## config.mk

```make
export PLATFORM = sky130hd
export DESIGN_NAME = heap_indexed_tree_traversal
export DESIGN_NICKNAME = d
export VERILOG_FILES = /design/src/hitt_pkg.sv /design/src/heap_indexed_tree_traversal.sv /design/src/hitt_ctrl.sv /design/src/hitt_dp.sv
export SDC_FILE = /design/constraint.sdc
export NUM_CORES = 2
export LEC_CHECK = 0
export ABC_AREA = 0
export BUFFER_PORTS_ARGS = -buffer_cell sky130_fd_sc_hd__buf_2
export CORE_MARGIN = 1
export CORE_UTILIZATION = 57
export DETAILED_ROUTE_END_ITERATION = 10
export MAX_ROUTING_LAYER = met4
export PLACE_DENSITY = 0.74
export SLEW_MARGIN = 5
export SYNTH_ARGS = -nofsm -noshare
export SYNTH_HDL_FRONTEND = slang
export SYNTH_HIERARCHICAL = 1
export SYNTH_SLANG_ARGS = --single-unit
```

## constraint.sdc

```tcl
create_clock -name clk -period 6.1 [get_ports clk]
set_clock_uncertainty 0.15 [all_clocks]
set_input_delay 1.525 -clock clk [delete_from_list [all_inputs] [get_ports clk]]
set_output_delay 1.525 -clock clk [all_outputs]
set_load 0.005 [all_outputs]
```

## src/hitt_pkg.sv

```systemverilog
package hitt_pkg;

  localparam int CAPACITY    = 63;
  localparam int VALUE_BITS  = 32;
  localparam int STORE_DEPTH = 63;
  localparam int STACK_DEPTH = 6;
  localparam int IDX_W       = 6;
  localparam int SP_W        = 3;

  localparam logic [1:0] MODE_APPEND   = 2'd0;
  localparam logic [1:0] MODE_TRAVERSE = 2'd1;
  localparam logic [1:0] MODE_CLEAR    = 2'd2;

  localparam logic [1:0] ORDER_INORDER   = 2'd0;
  localparam logic [1:0] ORDER_PREORDER  = 2'd1;
  localparam logic [1:0] ORDER_POSTORDER = 2'd2;

  localparam logic [1:0] PHASE_ARRIVE = 2'd0;
  localparam logic [1:0] PHASE_LEFT   = 2'd1;
  localparam logic [1:0] PHASE_RIGHT  = 2'd2;

  localparam logic [2:0] ST_VISITED  = 3'd0;
  localparam logic [2:0] ST_APPENDED = 3'd1;
  localparam logic [2:0] ST_FULL     = 3'd2;
  localparam logic [2:0] ST_EMPTY    = 3'd3;
  localparam logic [2:0] ST_CLEARED  = 3'd4;

  typedef struct packed {
    logic [1:0]         mode;
    logic signed [31:0] data_value;
  } in_item_t;

  typedef struct packed {
    logic signed [31:0] out_value;
    logic [IDX_W-1:0]   out_index;
    logic [2:0]         status;
    logic               last_flag;
  } out_item_t;

  typedef enum logic [1:0] {
    FSM_IDLE,
    FSM_WALK,
    FSM_FETCH
  } fsm_state_t;

  typedef struct packed {
    logic accept;   // input beat taken this cycle
    logic step;     // one stack iteration
    logic load_out; // move fetched entry into the output register
  } dp_cmd_t;

  typedef struct packed {
    logic walk_start; // accepted beat starts a non-empty walk
    logic emit;       // current stack step visits its slot
    logic last;       // fetched entry is the final one of the walk
    logic out_free;   // output register can take a beat
  } dp_status_t;

endpackage

```

## src/heap_indexed_tree_traversal.sv

```systemverilog
// Append, clear and empty traverse: the result is written to the output register on accept.
// Traverse: one stack step per cycle while walking, then a fetch state for each visited
// slot that loads the read entry once the output register can take a beat.
// A new input beat is taken only when idle and once the output register can take a beat.
// Synchronous active-low reset empties the tree and sets walk_order to inorder; store
// contents are not cleared.
module heap_indexed_tree_traversal
  import hitt_pkg::*;
(
  input  logic       clk,
  input  logic       rst_n,
  input  logic       in_valid,
  output logic       in_ready,
  input  in_item_t   in_data,
  output logic       out_valid,
  input  logic       out_ready,
  output out_item_t  out_data,
  input  logic       cfg_valid,
  output logic       cfg_ready,
  input  logic [1:0] cfg_data
);

  dp_cmd_t    cmd;
  dp_status_t stat;

  assign cfg_ready = 1'b1;

  hitt_ctrl u_ctrl (
    .clk      (clk),
    .rst_n    (rst_n),
    .in_valid (in_valid),
    .in_ready (in_ready),
    .stat     (stat),
    .cmd      (cmd)
  );

  hitt_dp u_dp (
    .clk       (clk),
    .rst_n     (rst_n),
    .in_data   (in_data),
    .cfg_valid (cfg_valid),
    .cfg_data  (cfg_data),
    .out_data  (out_data),
    .out_valid (out_valid),
    .out_ready (out_ready),
    .cmd       (cmd),
    .stat      (stat)
  );

endmodule

```

## src/hitt_ctrl.sv

```systemverilog
module hitt_ctrl
  import hitt_pkg::*;
(
  input  logic       clk,
  input  logic       rst_n,
  input  logic       in_valid,
  output logic       in_ready,
  input  dp_status_t stat,
  output dp_cmd_t    cmd
);

  fsm_state_t state_r, state_nxt;

  always_ff @(posedge clk) begin
    if (!rst_n) begin
      state_r <= FSM_IDLE;
    end else begin
      state_r <= state_nxt;
    end
  end

  always_comb begin
    state_nxt    = state_r;
    in_ready     = 1'b0;
    cmd.accept   = 1'b0;
    cmd.step     = 1'b0;
    cmd.load_out = 1'b0;
    unique case (state_r)
      FSM_IDLE: begin
        in_ready   = stat.out_free;
        cmd.accept = in_valid && stat.out_free;
        if (cmd.accept && stat.walk_start) begin
          state_nxt = FSM_WALK;
        end
      end
      FSM_WALK: begin
        cmd.step = 1'b1;
        if (stat.emit) begin
          state_nxt = FSM_FETCH;
        end
      end
      FSM_FETCH: begin
        if (stat.out_free) begin
          cmd.load_out = 1'b1;
          state_nxt    = stat.last ? FSM_IDLE : FSM_WALK;
        end
      end
      default: state_nxt = FSM_IDLE;
    endcase
  end

endmodule

```

## src/hitt_dp.sv

```systemverilog
module hitt_dp
  import hitt_pkg::*;
(
  input  logic       clk,
  input  logic       rst_n,
  input  in_item_t   in_data,
  input  logic       cfg_valid,
  input  logic [1:0] cfg_data,
  output out_item_t  out_data,
  output logic       out_valid,
  input  logic       out_ready,
  input  dp_cmd_t    cmd,
  output dp_status_t stat
);

  logic [VALUE_BITS-1:0] store_mem [STORE_DEPTH];
  logic [VALUE_BITS-1:0] rd_data_r;

  logic [IDX_W-1:0] count_r;
  logic [IDX_W-1:0] cursor_r;
  logic [1:0]       order_r;
  logic [1:0]       emit_ph_r;
  logic             last_r;
  logic [IDX_W-1:0] fetch_idx_r;

  logic [IDX_W-1:0] stk_idx_r [STACK_DEPTH];
  logic [1:0]       stk_ph_r  [STACK_DEPTH];
  logic [SP_W-1:0]  sp_r;

  out_item_t out_r;
  logic      out_valid_r;
  logic      out_valid_nxt;

  logic [SP_W-1:0]       top_ptr;
  logic [IDX_W-1:0]      top_idx;
  logic [1:0]            top_ph;
  logic [IDX_W:0]        child;
  logic                  push;
  logic                  can_append;
  logic [1:0]            walk_ph;
  logic signed [VALUE_BITS-1:0] in_trunc;
  logic signed [VALUE_BITS-1:0] rd_signed;

  assign top_ptr   = sp_r - SP_W'(1);
  assign top_idx   = stk_idx_r[top_ptr];
  assign top_ph    = stk_ph_r[top_ptr];
  assign child     = {top_idx, 1'b0} + (IDX_W+1)'(1) + (IDX_W+1)'(top_ph);
  assign push      = (child < {1'b0, count_r}) && (sp_r < SP_W'(STACK_DEPTH));
  assign can_append = count_r < IDX_W'(CAPACITY);
  assign in_trunc  = VALUE_BITS'(in_data.data_value);
  assign rd_signed = rd_data_r;

  // walk_order 3 runs as inorder
  always_comb begin
    case (order_r)
      ORDER_PREORDER:  walk_ph = PHASE_ARRIVE;
      ORDER_POSTORDER: walk_ph = PHASE_RIGHT;
      default:         walk_ph = PHASE_LEFT;
    endcase
  end

  assign stat.walk_start = (in_data.mode == MODE_TRAVERSE) && (count_r != '0);
  assign stat.emit       = (top_ph == emit_ph_r);
  assign stat.last       = last_r;
  assign stat.out_free   = !out_valid_r || out_ready;

  assign out_data  = out_r;
  assign out_valid = out_valid_r;

  always_comb begin
    out_valid_nxt = out_valid_r && !out_ready;
    if (cmd.accept) begin
      case (in_data.mode)
        MODE_APPEND:   out_valid_nxt = 1'b1;
        MODE_TRAVERSE: out_valid_nxt = (count_r == '0);
        MODE_CLEAR:    out_valid_nxt = 1'b1;
        default: ;
      endcase
    end
    if (cmd.load_out) begin
      out_valid_nxt = 1'b1;
    end
  end

  // read data is held until the fetched beat is loaded
  always_ff @(posedge clk) begin
    if (cmd.accept && in_data.mode == MODE_APPEND && can_append) begin
      store_mem[count_r] <= in_trunc;
    end
    if (cmd.step && stat.emit) begin
      rd_data_r <= store_mem[top_idx];
    end
  end

  always_ff @(posedge clk) begin
    if (!rst_n) begin
      order_r <= ORDER_INORDER;
    end else if (cfg_valid) begin
      order_r <= cfg_data;
    end
  end

  always_ff @(posedge clk) begin
    if (!rst_n) begin
      count_r     <= '0;
      cursor_r    <= '0;
      sp_r        <= '0;
      out_valid_r <= 1'b0;
    end else begin
      out_valid_r <= out_valid_nxt;
      if (cmd.accept) begin
        case (in_data.mode)
          MODE_APPEND: begin
            if (can_append) begin
              count_r <= count_r + IDX_W'(1);
            end
          end
          MODE_TRAVERSE: begin
            cursor_r    <= '0;
            sp_r        <= SP_W'(1);
          end
          MODE_CLEAR: begin
            count_r     <= '0;
          end
          default: ;
        endcase
      end
      if (cmd.step) begin
        if (top_ph >= PHASE_RIGHT) begin
          sp_r <= top_ptr;
        end else if (push) begin
          sp_r <= sp_r + SP_W'(1);
        end
        if (stat.emit) begin
          cursor_r <= cursor_r + IDX_W'(1);
        end
      end
    end
  end

  // payload and stack contents, no reset
  always_ff @(posedge clk) begin
    if (cmd.accept) begin
      emit_ph_r <= walk_ph;
      case (in_data.mode)
        MODE_APPEND: begin
          if (can_append) begin
            out_r.out_value <= 32'(in_trunc);
            out_r.out_index <= count_r;
            out_r.status    <= ST_APPENDED;
          end else begin
            out_r.out_value <= in_data.data_value;
            out_r.out_index <= '0;
            out_r.status    <= ST_FULL;
          end
          out_r.last_flag <= 1'b1;
        end
        MODE_TRAVERSE: begin
          stk_idx_r[0]    <= '0;
          stk_ph_r[0]     <= PHASE_ARRIVE;
          out_r.out_value <= '0;
          out_r.out_index <= '0;
          out_r.status    <= ST_EMPTY;
          out_r.last_flag <= 1'b1;
        end
        MODE_CLEAR: begin
          out_r.out_value <= '0;
          out_r.out_index <= '0;
          out_r.status    <= ST_CLEARED;
          out_r.last_flag <= 1'b1;
        end
        default: ;
      endcase
    end
    if (cmd.step) begin
      if (top_ph < PHASE_RIGHT) begin
        stk_ph_r[top_ptr] <= top_ph + 2'd1;
        if (push) begin
          stk_idx_r[sp_r[SP_W-1:0]] <= child[IDX_W-1:0];
          stk_ph_r[sp_r[SP_W-1:0]]  <= PHASE_ARRIVE;
        end
      end
      if (stat.emit) begin
        fetch_idx_r <= top_idx;
        last_r      <= (cursor_r == count_r - IDX_W'(1));
      end
    end
    if (cmd.load_out) begin
      out_r.out_value <= 32'(rd_signed);
      out_r.out_index <= fetch_idx_r;
      out_r.status    <= ST_VISITED;
      out_r.last_flag <= last_r;
    end
  end

endmodule

```

== Word level (Yosys, flattened, before mapping) ==
Memories as Yosys holds them, arrays and structs flattened. A register that Yosys moved wholly into a read port is not among the register bits.
Index checks and enable logic that the tools add are counted.

* Bits in registers: 71
* Bits in writable memories: 2064
* Output and inout port bits: 45
* Memories kept: 3

* $add $sub $neg: 8
* $lt $le $gt $ge: 5
* Equality and inequality tests: 12
* Multiplexer cells: 47
* Reduce and logical (&&, ||, !) cells: 27

{| class="wikitable"
|+ Memory list
! memory !! words !! bits a word !! read ports !! clocked after memory_dff !! wr ports !! line !! text
|-
| u_dp.store_mem || 63 || 32 || 1 || 1 || 1 || hitt_dp.sv:16 || <nowiki>logic [VALUE_BITS-1:0] store_mem [STORE_DEPTH];</nowiki>
|-
| u_dp.stk_idx_r || 6 || 6 || 1 || 0 || 1 || hitt_dp.sv:26 || <nowiki>logic [IDX_W-1:0] stk_idx_r [STACK_DEPTH];</nowiki>
|-
| u_dp.stk_ph_r || 6 || 2 || 1 || 0 || 2 || hitt_dp.sv:27 || <nowiki>logic [1:0] stk_ph_r [STACK_DEPTH];</nowiki>
|}

{| class="wikitable"
|+ Operator list
! kind !! number
|-
| $pmux W42 S3 || 1
|-
| $mux W42 || 2
|-
| $mux W6 || 6
|-
| $mux W1 || 22
|-
| $mux W3 || 7
|-
| $add A6 B1 Y6 const B || 2
|-
| $pmux W6 S2 || 1
|-
| $mux W9 || 1
|-
| $logic_and A1 B1 Y1 || 8
|-
| $mux W2 || 4
|-
| $ne A2 B1 Y1 const B || 4
|-
| $add A7 B1 Y7 const B || 1
|-
| $add A7 B2 Y7 || 1
|-
| $lt A7 B6 Y1 || 1
|-
| $eq A2 B1 Y1 const B || 3
|-
| $eq A2 B2 Y1 const B || 3
|-
| $eq A6 B6 Y1 || 1
|-
| $logic_not A6 Y1 || 1
|-
| $lt A6 B6 Y1 const B || 1
|-
| $pmux W2 S3 || 1
|-
| $reduce_and A2 Y1 || 3
|-
| $reduce_and A3 Y1 || 2
|-
| $reduce_bool A6 Y1 || 1
|-
| $reduce_or A6 Y1 || 1
|-
| other kinds (17) || 21
|}

== Logic depth before layout (Yosys ltp) ==
An unclocked memory read counts as a cell.

* Depth after elaboration: 12
* Depth in mapped cells: 28

== By module ==
Netlist, hierarchy kept.

{| class="wikitable"
|+ Modules (own cells, without submodules)
! module !! instances !! cells an instance !! area an instance (um^2)
|-
| hitt_dp || 1 || 6333 || 86002.5
|-
| hitt_ctrl || 1 || 15 || 138.9
|-
| heap_indexed_tree_traversal || 1 || 2 || 11.3
|}

== Least setup slack after synthesis ==
No wires, ideal clock.

* Path kind: reg-to-reg
* Start point: register u_dp.sp_r[0]
* End point: memory u_dp.stk_idx_r[0][0] (enable)
* Arrival: 5.881 ns
* Required time: 5.632 ns
* Setup slack: -0.249 ns
* Stages on the path, launching flop included: 27
* Buffers on the path: 10
* Path through: dfxtp_1 > buf_4 > buf_4 > inv_1 > clkbuf_1 > ha_1 > buf_2 > mux2i_1 > mux4_2 > buf_2 > buf_2 > buf_2 > clkbuf_1 > clkbuf_1 > fa_1 > nor2_1 > xnor2_1 > ha_1 > a211o_1 > a211oi_1 > a221o_1 > nand3_1 > mux2i_2 > nand2_1 > or3_1 > buf_2 > nand2_1

* Cells in the longest elaborated chain, start to end: 12
* Elaborated cells between the ends (all ways): 16
* Those cells by class: add/sub (3); order compare (3); mux (6); reduce/logical (2); memory (2)

{| class="wikitable"
|+ RTL lines
! what !! line !! text
|-
| from (decl) || hitt_dp.sv:28 || <nowiki>logic [SP_W-1:0] sp_r;</nowiki>
|-
| from (signal assigned) || hitt_dp.sv:130 || <nowiki>sp_r <= top_ptr;</nowiki>
|-
| from (signal assigned) || hitt_dp.sv:132 || <nowiki>sp_r <= sp_r + SP_W'(1);</nowiki>
|-
| $sub A3 B1 Y3 * || hitt_dp.sv:44 || <nowiki>assign top_ptr = sp_r - SP_W'(1);</nowiki>
|-
| $mem_v2 Z6 W6 || -- ||
|-
| $add A7 B1 Y7 || hitt_dp.sv:47 || <nowiki>assign child = {top_idx, 1'b0} + (IDX_W+1)'(1) + (IDX_W+1)'(top_ph);</nowiki>
|-
| $add A7 B2 Y7 * || hitt_dp.sv:47 ||
|-
| named net u_dp.child[4] || hitt_dp.sv:37 || <nowiki>logic [IDX_W:0] child;</nowiki>
|-
| $lt A7 B6 Y1 * || hitt_dp.sv:48 || <nowiki>assign push = (child < {1'b0, count_r}) && (sp_r < SP_W'(STACK_DEPTH));</nowiki>
|-
| $logic_and A1 B1 Y1 * || hitt_dp.sv:48 ||
|-
| $mux W1 * || hitt_dp.sv:178 || <nowiki>if (push) begin</nowiki>
|-
| $mux W1 * || hitt_dp.sv:176 || <nowiki>if (top_ph < PHASE_RIGHT) begin</nowiki>
|-
| $mux W1 * || hitt_dp.sv:175 || <nowiki>if (cmd.step) begin</nowiki>
|-
| $mux W1 (not written as such) * || hitt_dp.sv:179 || <nowiki>stk_idx_r[sp_r[SP_W-1:0]] <= child[IDX_W-1:0];</nowiki>
|-
| $reduce_or A6 Y1 (no line) || -- ||
|-
| $mux W3 (no line) or $mux W1 (tied branches) || -- ||
|-
| to (decl) || hitt_dp.sv:26 ||
|}

The timed path passes the listed nets; every way through them passes the cells marked *.

== Final worst setup path ==
* Start point: register u_dp.sp_r[1]
* End point: memory u_dp.stk_idx_r[0][3] (enable)

Same word-level chain as after synthesis.

==> flow_metrics.tcl <==
set metrics [dict create \
    p_per_area_nw_per_um2 325.4 \
    antenna_found_initial 14 \
    worst_pin_slew_ps 1406 \
    htree_levels 4 \
    clock-sinks 2167 \
    cts-root-buf "clkbuf_16" \
    die_y_um 390.8 \
    final_cells 8699 \
    drc 0 \
    crit_type "flop to flop" \
    relSlewSlack_pct 3.840 \
    cts_tree "done" \
    pin_count 86 \
    peakVddDrop_mv 0.3640 \
    drive_above_1_share_pct 10.96 \
    grt_pass1_vias 53080 \
    arrival_ps 6200 \
    period_minus_slack_ps 5854 \
    drt-pass1-iter-count 7 \
    gp_congestion 0.9252 \
    vias_per_cell 6.505 \
    fin_crit_sh_pct 95.97 \
    layout_common_cells "2,132 x edfxtp_1, 1,672 x nand2_1, 700 x nand3_1, 264 x a21oi_1, 230 x buf_4" \
    hold_viol 0 \
    startpoint_type "flop" \
    drt_iter0_markers 8726 \
    async_flop_share_pct 0 \
    crit_path_end "u_dp/stk_idx_r[0][3]$_SDFFCE_PN0P_" \
    crit_path_start "u_dp/sp_r[1]$_SDFF_PN0_" \
    syn_area_um2 86150 \
    synth_cells 6350 \
    crit_fanout 12 \
    placement.io_buffers 84 \
    fillers 10534 \
    die_area_um2 152700 \
    syn-num-nets 6408 \
    reg2reg_from "u_dp/sp_r[1]$_SDFF_PN0_" \
    syn_area_per_cell_um2 13.57 \
    insertion_delay_ps 840 \
    initial_core_util_pct 57.45 \
    yosys_warnings 6 \
    end_kind "flop" \
    core-area_um2 150000 \
    status "complete, no violations" \
    ys_seq_area_share_pct 75.12 \
    whs_ps 335.7 \
    p_leak_nw 32.94 \
    r2r-end "u_dp/stk_idx_r[0][3]$_SDFFCE_PN0P_" \
    grt_max_degree 165 \
    rsz0062_at_grt "false" \
    setup_viol 0 \
    post_drt_wl_per_cell_um 29.09 \
    grt_first_pass_wirelength_mm 361.2 \
    dp.cells 8298 \
    worstPathRequired_ps 6450 \
    die_x_um 390.8 \
    mostFrequentLayoutCell "edfxtp_1" \
    synth_edf_count 2132 \
    hold_path_class "flop to flop" \
    grt_util_all_layers_pct 33.87 \
    vias 56588 \
    yosys_register_bits 2167 \
    reg2regPathDepth 14 \
    drv_cap 0 \
    grt_overflow_total 0 \
    cts_setup_buffers 0 \
    clk_path_buf_depth 3 \
    cts-buffers-inserted 209 \
    syn_to_final_growth_pct 12.14 \
    setup_tns_ps 0 \
    nets 6551 \
    synth_cell_type_count 82 \
    fmax_mhz 170.8 \
    wirelength_mm 253.0 \
    clk_pin_slew_worst_paths_ps 60 \
    antenna_left 0 \
    drv_slew 0 \
    rrSetupSlack_ps 250 \
    rows 142 \
    synth_ff_type "edfxtp_1" \
    dp_hpwl_mm 147.0 \
]
==> cells by family (layout without fill, tap and decap cells) <==
logic type / count (synthesis) / after routing / share of synthesized area [%]
AO/OA/AOI/OAI: 730 / 730 / 5.647
XOR/XNOR: 19 / 19 / 0.2019
adder cells (fa/ha/maj): 17 / 17 / 0.2556
buffers and inverters: 424 / 742 / 2.183
flip-flops: 2167 / 2167 / 75.12
multiplexers: 234 / 234 / 2.860
other: 1 / 16 / 0.004353
AND/OR/NAND/NOR: 2758 / 2758 / 13.72
==> Yosys cell counts, types with 29 or more instances <==
library cell	count	area, um^2
nand2_1	1673	6280
edfxtp_1	2132	64020
a21oi_1	265	1326
o21ai_0	53	265.3
nand4_1	36	225.2
a32oi_1	29	254.0
buf_2	177	885.9
buf_1	44	165.2
and3_1	56	350.3
nand3_1	701	3508
nor3_1	42	210.2
nor2_1	154	578.1
dfxtp_1	35	700.7
mux2i_1	211	2112
a211oi_1	31	232.7
clkbuf_1	159	596.8
a31oi_1	101	631.9
a22o_1	39	341.6
==> layout make-up <==
type | count | area (um^2) | share of cell area [%]
diodes | 15 | 37.54 | 0.03885
clock buffers | 262 | 5523 | 5.716
clock inverters | 124 | 1074 | 1.111
inverters | 29 | 131.4 | 0.1360
multi-input cells | 3759 | 20180 | 20.89
flip-flops and latches | 2167 | 64720 | 66.99
well taps | 2016 | 2522 | 2.611
repair buffers | 327 | 2422 | 2.507
==> report_power, final <==
part / switching [mW] / leakage [nW] / internal (mW) / total [mW]
sequential: 0.0186 / 19.5 / 16.4 / 16.4
clock: 5.55 / 3.22 / 6.96 / 12.5
combinational: 1.85 / 10.3 / 0.644 / 2.49
==> state kept, by name, indices dropped and copies added, names as in the netlist <==
register and flops:
u_dp/fetch_idx_r 6, u_dp/cursor_r 6, u_ctrl/state_r 2, u_dp/stk_ph_r 12, u_dp/rd_data_r 32, u_dp/last_r 1
u_dp/emit_ph_r 2, u_dp/store_mem 2016, u_dp/out_data 42, u_dp/sp_r 3, u_dp/stk_idx_r 36, u_dp/order_r 2
u_dp/out_valid 1, u_dp/count_r 6
==> timing repair <==
action / CTS / global route
hold buffers: 0 / 0
setup endpoints to repair: 0 / 48
gates resized for setup: 0 / 3
==> critical path, cell delays in order (launching register included) <==
cell	delay, ps
dfxtp_1	430
inv_1	110
ha_2	510
mux2i_1	150
mux4_4	760
fa_1	540
xnor2_1	650
ha_1	390
a211oi_1	260
a221o_1	210
nand3_1	120
mux2i_4	360
nand2_1	140
or3_1	530
nand2_2	220
==> worst min path at each step <==
stage                                           from                               end  slack [ps]  depth (start not counted)
floorplan           u_dp/stk_ph_r[5][1]$_SDFFE_PP0P_  u_dp/stk_ph_r[5][1]$_SDFFE_PP0P_         290                          2
global placement       u_dp/out_data[2]$_SDFFE_PP0P_     u_dp/out_data[2]$_SDFFE_PP0P_         320                          2
detailed placement  u_dp/stk_ph_r[5][1]$_SDFFE_PP0P_  u_dp/stk_ph_r[5][1]$_SDFFE_PP0P_         320                          2
CTS                 u_dp/stk_ph_r[0][0]$_SDFFE_PP0P_  u_dp/stk_ph_r[0][0]$_SDFFE_PP0P_         330                          2
global route        u_dp/stk_ph_r[5][1]$_SDFFE_PP0P_  u_dp/stk_ph_r[5][1]$_SDFFE_PP0P_         360                          2
finish              u_dp/stk_ph_r[0][0]$_SDFFE_PP0P_  u_dp/stk_ph_r[0][0]$_SDFFE_PP0P_         340                          2
==> layer usage <==
layer / global-route usage (%) / vias to the layer above / wire, um
met5: - / - / 0
met4: 15.69 / 0 / 12560
met3: 8.889 / 645 / 35160
met2: 48.97 / 4179 / 113500
met1: 45.10 / 27890 / 91820
li1: - / 23874 / -
==> through the flow <==
stage | cell area (um^2) | setup WS, ps | power (mW) | utilization [%]
floorplan | 86180 | 12.37 | 18.02 | -
global placement | 89960 | 188.5 | 19.10 | 59.99
detailed placement | 89960 | 127.8 | 19.15 | 59.99
CTS | 96560 | 72.11 | 31.43 | 64.39
global route | 96600 | 8.038 | 32.14 | 64.42
finish | 96620 | 245.5 | 31.44 | 64.43
Power figures use the tool's default switching activity.
